**src/hw/rtl/lpdc_pkg.sv**
```systemverilog
package lpdc_pkg;

  // Default configuration
  localparam int DEF_LINE_LIMIT  = 511;
  localparam int DEF_COUNT_WIDTH = 16;

  // Width of each reported count field
  localparam int OUT_W = 16;

  // Bytes of history kept behind the current byte
  localparam int HIST_BYTES = 19;

  // Line end characters
  localparam logic [7:0] CHAR_CR = 8'd13;
  localparam logic [7:0] CHAR_LF = 8'd10;

  // Patterns, first character in the most significant byte
  localparam int LUKS_LEN  = 20;
  localparam int CRYPT_LEN = 12;
  localparam int SWAP_LEN  = 13;

  localparam logic [8*LUKS_LEN-1:0]  PAT_LUKS  = {"FSTYPE=\"crypto", "_LUKS\""};
  localparam logic [8*CRYPT_LEN-1:0] PAT_CRYPT = "TYPE=\"crypt\"";
  localparam logic [8*SWAP_LEN-1:0]  PAT_SWAP  = "FSTYPE=\"swap\"";

  // Per-line match flags
  typedef struct packed {
    logic swap;
    logic crypt;
    logic luks;
  } lpdc_flags_t;

  // Matcher to counter: what this item does to the line
  typedef struct packed {
    logic        clear;   // first item of a text
    logic        eol;     // item ends the line
    lpdc_flags_t commit;  // flags of the line being closed
    lpdc_flags_t live;    // flags of the line after this item
  } lpdc_line_t;

  // One result item
  typedef struct packed {
    logic [OUT_W-1:0] encrypted_volume_count;
    logic [OUT_W-1:0] crypt_device_count;
    logic [OUT_W-1:0] encrypted_swap_count;
  } lpdc_result_t;

endpackage

```
**src/hw/rtl/lpdc_matcher.sv**
```systemverilog
module lpdc_matcher #(
  parameter int LINE_LIMIT = lpdc_pkg::DEF_LINE_LIMIT
) (
  input  logic                clk,
  input  logic                rst,
  input  logic                accept,
  input  logic [7:0]          text_byte,
  input  logic                first_of_text,
  output lpdc_pkg::lpdc_line_t line_info
);
  import lpdc_pkg::*;

  localparam int POS_W = $clog2(LINE_LIMIT + 1);
  localparam int WIN_W = 8 * (HIST_BYTES + 1);

  logic [8*HIST_BYTES-1:0] hist;
  logic [8*HIST_BYTES-1:0] hist_eff;
  logic [8*HIST_BYTES-1:0] hist_next;
  logic [POS_W-1:0]        pos;
  logic [POS_W-1:0]        pos_eff;
  logic [POS_W-1:0]        pos_next;
  lpdc_flags_t             flags;
  lpdc_flags_t             flags_eff;
  lpdc_flags_t             flags_next;
  lpdc_flags_t             hit;
  logic [WIN_W-1:0]        window;
  logic                    eol;
  logic                    in_range;

  // Window compare and line tracking
  always_comb begin
    hist_eff  = first_of_text ? '0 : hist;
    pos_eff   = first_of_text ? '0 : pos;
    flags_eff = first_of_text ? '0 : flags;
    window    = {hist_eff, text_byte};
    eol       = (text_byte == CHAR_CR) || (text_byte == CHAR_LF);
    in_range  = pos_eff < POS_W'(LINE_LIMIT);

    // a match needs as many bytes of this line as the pattern is long
    hit.luks  = in_range && (pos_eff >= POS_W'(LUKS_LEN - 1)) &&
                (window[8*LUKS_LEN-1:0] == PAT_LUKS);
    hit.crypt = in_range && (pos_eff >= POS_W'(CRYPT_LEN - 1)) &&
                (window[8*CRYPT_LEN-1:0] == PAT_CRYPT);
    hit.swap  = in_range && (pos_eff >= POS_W'(SWAP_LEN - 1)) &&
                (window[8*SWAP_LEN-1:0] == PAT_SWAP);

    if (eol) begin
      flags_next = '0;
      pos_next   = '0;
    end else begin
      flags_next = flags_eff | hit;
      pos_next   = in_range ? pos_eff + 1'b1 : pos_eff;
    end

    hist_next = {hist_eff[8*(HIST_BYTES-1)-1:0], text_byte};

    line_info.clear  = first_of_text;
    line_info.eol    = eol;
    line_info.commit = flags_eff;
    line_info.live   = flags_next;
  end

  // Line state
  always_ff @(posedge clk) begin
    if (rst) begin
      hist  <= '0;
      pos   <= '0;
      flags <= '0;
    end else if (accept) begin
      hist  <= hist_next;
      pos   <= pos_next;
      flags <= flags_next;
    end
  end

endmodule

```
**src/hw/rtl/lpdc_counter.sv**
```systemverilog
module lpdc_counter #(
  parameter int COUNT_WIDTH = lpdc_pkg::DEF_COUNT_WIDTH
) (
  input  logic                  clk,
  input  logic                  rst,
  input  logic                  accept,
  input  lpdc_pkg::lpdc_line_t  line_info,
  output lpdc_pkg::lpdc_result_t result
);
  import lpdc_pkg::*;

  logic [COUNT_WIDTH-1:0] luks_cnt;
  logic [COUNT_WIDTH-1:0] crypt_cnt;
  logic [COUNT_WIDTH-1:0] swap_cnt;
  logic [COUNT_WIDTH-1:0] luks_base;
  logic [COUNT_WIDTH-1:0] crypt_base;
  logic [COUNT_WIDTH-1:0] swap_base;
  logic [COUNT_WIDTH-1:0] luks_next;
  logic [COUNT_WIDTH-1:0] crypt_next;
  logic [COUNT_WIDTH-1:0] swap_next;
  logic                   commit_both;
  logic                   live_both;

  function automatic logic [COUNT_WIDTH-1:0] sat_inc(input logic [COUNT_WIDTH-1:0] v,
                                                      input logic inc);
    return (inc && (v != '1)) ? v + 1'b1 : v;
  endfunction

  // Commit on line end, then add the live line's flags for the report
  always_comb begin
    commit_both = line_info.commit.crypt && line_info.commit.swap;
    live_both   = line_info.live.crypt && line_info.live.swap;

    luks_base  = line_info.clear ? '0 : luks_cnt;
    crypt_base = line_info.clear ? '0 : crypt_cnt;
    swap_base  = line_info.clear ? '0 : swap_cnt;

    if (line_info.eol) begin
      luks_next  = sat_inc(luks_base, line_info.commit.luks);
      crypt_next = sat_inc(crypt_base, line_info.commit.crypt);
      swap_next  = sat_inc(swap_base, commit_both);
    end else begin
      luks_next  = luks_base;
      crypt_next = crypt_base;
      swap_next  = swap_base;
    end

    result.encrypted_volume_count = OUT_W'(sat_inc(luks_next, line_info.live.luks));
    result.crypt_device_count     = OUT_W'(sat_inc(crypt_next, line_info.live.crypt));
    result.encrypted_swap_count   = OUT_W'(sat_inc(swap_next, live_both));
  end

  // Committed counts
  always_ff @(posedge clk) begin
    if (rst) begin
      luks_cnt  <= '0;
      crypt_cnt <= '0;
      swap_cnt  <= '0;
    end else if (accept) begin
      luks_cnt  <= luks_next;
      crypt_cnt <= crypt_next;
      swap_cnt  <= swap_next;
    end
  end

endmodule

```
**src/hw/rtl/lpdc_out_buf.sv**
```systemverilog
module lpdc_out_buf (
  input  logic                  clk,
  input  logic                  rst,
  input  logic                  push,
  input  lpdc_pkg::lpdc_result_t push_data,
  output logic                  full,
  output logic                  out_valid,
  input  logic                  out_stall,
  output lpdc_pkg::lpdc_result_t out_data
);
  import lpdc_pkg::*;

  logic         skid_valid;
  lpdc_result_t skid_data;
  logic         out_free;

  // Output register can take a new item this cycle
  assign out_free = !out_valid || !out_stall;
  assign full     = skid_valid;

  // Output register with one skid entry behind it
  always_ff @(posedge clk) begin
    if (rst) begin
      out_valid  <= 1'b0;
      skid_valid <= 1'b0;
    end else if (out_free) begin
      if (skid_valid) begin
        out_valid  <= 1'b1;
        skid_valid <= 1'b0;
      end else begin
        out_valid <= push;
      end
    end else if (push) begin
      skid_valid <= 1'b1;
    end
  end

  // Payload
  always_ff @(posedge clk) begin
    if (out_free) begin
      out_data <= skid_valid ? skid_data : push_data;
    end
    if (!out_free && push) begin
      skid_data <= push_data;
    end
  end

endmodule

```
**src/hw/rtl/line_pattern_device_counter.sv**
```systemverilog
// Line pattern device counter. Takes a text one byte per item; CR or LF ends
// a line. Each line is scanned for the LUKS filesystem pattern, TYPE="crypt"
// and FSTYPE="swap", counting only matches that lie wholly within the first
// LINE_LIMIT characters of the line. Every input item yields one result item
// with the saturating running counts of LUKS lines, crypt lines and lines
// holding both crypt and swap, including the line in progress. Setting
// first_of_text clears all counts and line history before that byte is taken.
// Throughput is one item per clock while in_stall is low; each result is
// registered. A registered output stage with one skid entry lets the block
// take one more item while a result is stalled; in_stall rises only when both
// are occupied. No clearing pass is needed after reset.
module line_pattern_device_counter #(
  parameter int LINE_LIMIT  = lpdc_pkg::DEF_LINE_LIMIT,
  parameter int COUNT_WIDTH = lpdc_pkg::DEF_COUNT_WIDTH
) (
  input  logic                       clk,
  input  logic                       rst,
  input  logic                       in_valid,
  output logic                       in_stall,
  input  logic [7:0]                 text_byte,
  input  logic                       first_of_text,
  output logic                       out_valid,
  input  logic                       out_stall,
  output logic [lpdc_pkg::OUT_W-1:0] encrypted_volume_count,
  output logic [lpdc_pkg::OUT_W-1:0] crypt_device_count,
  output logic [lpdc_pkg::OUT_W-1:0] encrypted_swap_count
);
  import lpdc_pkg::*;

  logic         accept;
  logic         buf_full;
  lpdc_line_t   line_info;
  lpdc_result_t result;
  lpdc_result_t out_data;

  assign in_stall = buf_full;
  assign accept   = in_valid && !in_stall;

  lpdc_matcher #(
    .LINE_LIMIT(LINE_LIMIT)
  ) u_matcher (
    .clk          (clk),
    .rst          (rst),
    .accept       (accept),
    .text_byte    (text_byte),
    .first_of_text(first_of_text),
    .line_info    (line_info)
  );

  lpdc_counter #(
    .COUNT_WIDTH(COUNT_WIDTH)
  ) u_counter (
    .clk      (clk),
    .rst      (rst),
    .accept   (accept),
    .line_info(line_info),
    .result   (result)
  );

  lpdc_out_buf u_out_buf (
    .clk      (clk),
    .rst      (rst),
    .push     (accept),
    .push_data(result),
    .full     (buf_full),
    .out_valid(out_valid),
    .out_stall(out_stall),
    .out_data (out_data)
  );

  assign encrypted_volume_count = out_data.encrypted_volume_count;
  assign crypt_device_count     = out_data.crypt_device_count;
  assign encrypted_swap_count   = out_data.encrypted_swap_count;

endmodule

```
**config.mk**
```make
export PLATFORM = sky130hd
export DESIGN_NAME = line_pattern_device_counter
export DESIGN_NICKNAME = d
export VERILOG_FILES = /design/src/hw/rtl/lpdc_pkg.sv /design/src/hw/rtl/lpdc_matcher.sv /design/src/hw/rtl/lpdc_counter.sv /design/src/hw/rtl/lpdc_out_buf.sv /design/src/hw/rtl/line_pattern_device_counter.sv
export SDC_FILE = /design/constraint.sdc
export NUM_CORES = 1
export LEC_CHECK = 0
export ABC_AREA = 1
export BUFFER_PORTS_ARGS = -buffer_cell sky130_fd_sc_hd__buf_2
export CAP_MARGIN = 20
export CORE_ASPECT_RATIO = 2
export CORE_UTILIZATION = 38
export DETAILED_ROUTE_END_ITERATION = 8
export GPL_TIMING_DRIVEN = 0
export PLACE_DENSITY = 0.64
export RECOVER_POWER = 50
export SETUP_SLACK_MARGIN = 0.1
export SYNTH_ARGS = -nofsm -noshare
export SYNTH_HDL_FRONTEND = slang
export SYNTH_SLANG_ARGS = --single-unit
```
**constraint.sdc**
```tcl
create_clock -name clk -period 6.5 [get_ports clk]
set_input_delay 0.975 -clock clk [delete_from_list [all_inputs] [get_ports clk]]
set_output_delay 0.975 -clock clk [all_outputs]
set_load 0.005 [all_outputs]
```
==> impl_metrics.ini, run 1 <==
[status]
status = finished, violations left
failed_checks = design-rule violations, max-capacitance violations, max-slew violations

[flow_run]
drv_cap = 2

[sta]
relSlewSlack = -0.181
fin_tns_setup_ps = 0
slew_viol_final = 67
final_hold_viol_count = 0
setup_violations = 0
finalCriticalPeriod_ps = 5680
fin_skew_ps = 13.8
worst_slew_pin_slew_ps = 1770
rsz0062_at_grt = false
post-route-period-util = 0.874
max_clock_freq_mhz = 176

[floorplanning]
dieArea_mm2 = 0.0463
core-area_mm2 = 0.0449
rows = 110
die_x_um = 153
start_util = 0.384
die-height_um = 303
boundaryPins = 63

[clocking]
ctsHoldBuffers = 0
cts_max_level = 1
cts_buffers = 30
clk_latency_ps = 590
clkTransAtPathRegs_ps = 70
clock_path_buffers = 3
cts_tree = built
clock-root-buffer = clkbuf_16
cts_sinks = 310
cts_setup_buffers = 0
cts.repair.resized = 0

[synthesis]
postSynthCellCount = 2476
synth_seq_cells = 310
yosysSeqAreaShare = 0.416
synth_edf_count = 96
yosys_warnings = 0
synth_area_mm2 = 0.0172
syn_nets = 2496
synth_cell_types = 46
synthArstFlopShare = 0
synth_area_per_cell_um2 = 6.97
synth_top_flop_cell = dfxtp_1

[global_routing]
grt_max_degree = 34
antenna_found_initial = 0
grt_pass1_wl_um = 93200
grtUsageTotal = 0.263
overflow = 0
grt_pass1_vias = 17000

[setup_path]
critical-path-slowest-cell = clkbuf_1
required_ps = 6840
timing.rr.end = u_out_buf.skid_data[34]$_DFFE_PP_
r2r_slack_ps = 1890
crit_path_max_incr_delay_ps = 790
end_kind = register
rr_startpoint = u_out_buf.out_valid$_SDFFE_PP0P_
cp_max_fo = 10
crit_arrival_ps = 6020
rr_worst_depth = 4
critical_path_class = primary input to register
cp-start-kind = primary input
cp_common_cell = nand2_1

[drt]
routed_via_density = 5.42
dr.pass1.iters = 9
ant_nets = 0
drt_wl_total_um = 61100
dr.first_iter.drc_count = 1073
drt-wirelength-per-cell_um = 19.4
vias = 17100
drc = 5

[power_and_ir_drop]
vdd_ir_drop_max_mv = 0.154
power_density_mw_per_mm2 = 236
p_leak_uw = 0.00803
fin_total_pwr_uw = 4530

[placement]
place_congestion = 0.993
dp_hpwl_um = 47600
placed_area_mm2 = 0.0183
port_buffers = 60

[hold_path]
hp-class = register to register
worstHoldStart = u_matcher.hist[62]$_SDFFE_PP0P_
holdPathEnd = u_matcher.hist[62]$_SDFFE_PP0P_
min_path_cells = 2

[final_layout]
mostFrequentLayoutCells = nand2_1 (576), inv_1 (298), nor2_1 (284), dfxtp_1 (214), a21oi_1 (197)
nNetsFinal = 2591
stdcell_area_mm2 = 0.0192
area_delta_synth_final_pct = 11.5
diodes = 0
layout_commonest_cell = nand2_1
drive_gt1_frac = 0.0840
-- area by class of cell --
class                   count  area (um^2)
repair buffers             63          292
fillers                  4675        25600
clock inverters            24          231
plain buffers             120          604
flip-flops and latches    310         7170
well taps                 560          701
clock buffers              32          779
multi-input cells        1738         8300
inverters                 308         1160
-- critical path: cells and delay by family --
kind | cells | cell delay (ps)
fa+ha+maj | 2 | 500
simple gates | 16 | 1900
xor+xnor | 1 | 190
buf+inv | 10 | 2400
-- where the power goes --
group / internal [uW] / switching (uW)
clock: 998 / 843
sequential: 2110 / 66.0
combinational: 144 / 369
total: 3250 / 1280
-- state kept, by name, summed over array words and instances, names as in the netlist --
register,cells
u_out_buf.out_valid,1
u_counter.swap_cnt,16
u_out_buf.full,1
u_matcher.pos,9
u_out_buf.out_data,48
u_matcher.flags,3
u_out_buf.skid_data,48
u_counter.crypt_cnt,16
u_counter.luks_cnt,16
u_matcher.hist,152
-- cells in the mapped netlist, drive strengths merged, types with 15 or more instances --
master,n,area (um^2)
xor2,15,139
nand2,613,2410
buf,40,312
clkbuf,80,300
a21oi,198,995
nand4,83,526
dfxtp,214,4280
edfxtp,96,2880
nor2,320,1350
a211oi,45,338
nor3,37,195
o21ai,163,827
and2,25,156
inv,306,1150
nand3,191,986
-- kinds of logic after synthesis --
family / synth area share
fa+ha+maj: 0.00508
xor+xnor: 0.00958
simple gates: 0.335
compound gates: 0.132
buf+inv: 0.103
flops: 0.416
-- through the flow --
stage / instances / worst slack, ps / hold slack, ps / util
floorplan: 2476 / 1810 / 430 / -
global placement: 3096 / 494 / 443 / 0.407
detailed placement: 3099 / 854 / 447 / 0.408
CTS: 3155 / 1460 / 459 / 0.430
global route: 3155 / 569 / 483 / 0.429
finish: 3155 / 818 / 459 / 0.429
-- worst max path at each step --
stage / start / to / slack (ps) / depth (start not counted)
after global routing: first_of_text / u_out_buf.out_data[6]$_DFFE_PP_ / 570 / 29
after CTS: first_of_text / u_out_buf.out_data[5]$_DFFE_PP_ / 1460 / 27
final: first_of_text / u_out_buf.out_data[5]$_DFFE_PP_ / 820 / 29
after global placement: out_stall / u_out_buf.skid_data[36]$_DFFE_PP_ / 490 / 3
after detailed placement: first_of_text / u_out_buf.out_data[5]$_DFFE_PP_ / 850 / 27
after floorplan: out_stall / u_out_buf.skid_data[0]$_DFFE_PP_ / 1810 / 2
-- per-layer routing --
metal / vias to the layer above / share of wire / wire length (um) / track usage
met5: - / 0 / 0 / 0
met4: 0 / 0.11 / 6460 / 0.255
met3: 287 / 0.049 / 3000 / 0.0343
met2: 663 / 0.52 / 31800 / 0.510
met1: 7810 / 0.32 / 19900 / 0.231
li1: 8325 / - / - / -
(Power assumes the default switching activity.)
==> run 2: changes to the inputs <==
--- a/config.mk
+++ b/config.mk
@@ -9,10 +9,12 @@
 export BUFFER_PORTS_ARGS = -buffer_cell sky130_fd_sc_hd__buf_2
 export CAP_MARGIN = 20
 export CORE_ASPECT_RATIO = 2
-export CORE_UTILIZATION = 38
+export CORE_MARGIN = 4
+export CORE_UTILIZATION = 60
+export CTS_BUF_LIST = sky130_fd_sc_hd__clkbuf_4 sky130_fd_sc_hd__clkbuf_8
 export DETAILED_ROUTE_END_ITERATION = 8
 export GPL_TIMING_DRIVEN = 0
-export PLACE_DENSITY = 0.64
+export PLACE_DENSITY = 0.89
 export RECOVER_POWER = 50
 export SETUP_SLACK_MARGIN = 0.1
 export SYNTH_ARGS = -nofsm -noshare
==> impl_metrics.ini, run 2 (synthesized netlist as in run 1, its figures left out) <==
[global_routing]
grt_pass1_wl_um = 92900
grt_max_degree = 34
grt_pass1_vias = 17700
grtUsageTotal = 0.377
overflow = 0
antenna_found_initial = 3

[placement]
place_congestion = 1.05
port_buffers = 60
dp_hpwl_um = 45200

[clocking]
clk_latency_ps = 630
clock-root-buffer = clkbuf_8
clock_path_buffers = 3
cts_max_level = 2
ctsHoldBuffers = 0
cts_buffers = 45
clkTransAtPathRegs_ps = 60
cts_tree = built
cts_setup_buffers = 0
cts_sinks = 310
cts.repair.resized = 0

[drt]
dr.pass1.iters = 7
drt-wirelength-per-cell_um = 20.2
drc = 0
ant_nets = 0
drt_wl_total_um = 60200
vias = 18000
dr.first_iter.drc_count = 1919
routed_via_density = 6.03

[sta]
final_hold_viol_count = 0
finalCriticalPeriod_ps = 5480
post-route-period-util = 0.844
max_clock_freq_mhz = 182
slew_viol_final = 34
worst_slew_pin_slew_ps = 1800
fin_skew_ps = 33.0
rsz0062_at_grt = false
fin_tns_setup_ps = 0
relSlewSlack = -0.197
setup_violations = 0

[setup_path]
cp_max_fo = 10
required_ps = 6880
critical_path_class = primary input to register
critical-path-slowest-cell = clkbuf_1
crit_arrival_ps = 5860
crit_path_max_incr_delay_ps = 520
end_kind = register
cp-start-kind = primary input
cp_common_cell = nand2_1

[final_layout]
area_delta_synth_final_pct = 9.83
final_core_util = 0.669
layout_commonest_cell = nand2_1
largest-register = u_matcher.hist
drive_gt1_frac = 0.0909
mostFrequentLayoutCells = nand2_1 (576), inv_1 (297), nor2_1 (284), dfxtp_1 (214), a21oi_1 (197)
largest_reg_flops = 152
num-fill-cells = 2514
nNetsFinal = 2606
top_regs = u_matcher.hist: 152 flops, u_out_buf.out_data: 48 flops, u_out_buf.skid_data: 48 flops

[floorplanning]
boundaryPins = 63
die_x_um = 128
die-height_um = 248
start_util = 0.609
core-area_mm2 = 0.0283
dieArea_mm2 = 0.0317
rows = 87

[flow_run]
drv_cap = 1

[power_and_ir_drop]
vdd_ir_drop_max_mv = 0.235
p_leak_uw = 0.00802
power_density_mw_per_mm2 = 233

[status]
status = finished, violations left
failed_checks = max-capacitance violations, max-slew violations

[hold_path]
hp-class = register to register
==> run 2: cell types whose count changed in the layout (fill, tap and decap cells not counted), sizes merged <==
cell	before	now
buf	80	73
clkinvlp	6	4
clkbuf	135	171
diode	0	6
inv	308	307
clkinv	15	11
==> run 2: power breakdown <==
| part | internal (uW) | switching [uW] |
|---|---|---|
| sequential | 2110 | 69.4 |
| clock | 905 | 820 |
| combinational | 143 | 372 |
| total | 3160 | 1260 |
==> run 2: worst paths after layout <==
path | endpoint | slack, ps | depth (start not counted) | start
worst min-delay path | u_matcher.hist[104]$_SDFFE_PP0P_ | 470 | 2 | u_matcher.hist[104]$_SDFFE_PP0P_
worst max register to register | u_out_buf.skid_data[43]$_DFFE_PP_ | 2730 | 4 | u_out_buf.out_valid$_SDFFE_PP0P_
worst max-delay path | u_out_buf.out_data[8]$_DFFE_PP_ | 1020 | 29 | first_of_text
worst min register to register | u_matcher.hist[104]$_SDFFE_PP0P_ | 470 | 2 | u_matcher.hist[104]$_SDFFE_PP0P_
==> run 2: critical path, delay by kind of cell <==
| kind | cells | cell delay [ps] |
|---|---|---|
| adders and majority gates | 2 | 510 |
| buffers and inverters | 10 | 2190 |
| and+or+nand+nor | 16 | 1950 |
| xor gates and xnor gates | 1 | 190 |
==> run 2: cell type report <==
class,instances,area (um^2),area share
multi-input cells,1738,8300,0.438
flip-flops and latches,310,7170,0.378
inverters,308,1160,0.0611
clock buffers,61,783,0.0414
plain buffers,120,597,0.0315
well taps,356,445,0.0235
repair buffers,63,303,0.0160
clock inverters,17,170,0.00898
diodes,6,15.0,0.000793
==> run 2: per-layer routing <==
metal / global-route usage / up-vias / share of wire
met5: 0 / - / 0
met4: 0.370 / 0 / 0.12
met2: 0.659 / 1010 / 0.49
met3: 0.0633 / 404 / 0.071
met1: 0.362 / 8205 / 0.32
li1: - / 8347 / -
==> run 2: per-stage QoR <==
stage	area [um^2]	power [uW]	instances	hold WS, ps	setup WS (ps)
after floorplan	17200	2520	2476	430	1810
final	18900	4420	2979	473	1020
after global placement	18000	2700	2892	447	654
after detailed placement	18000	2720	2895	451	840
after global routing	18900	4550	2978	484	726
after CTS	19000	4400	2973	465	1460
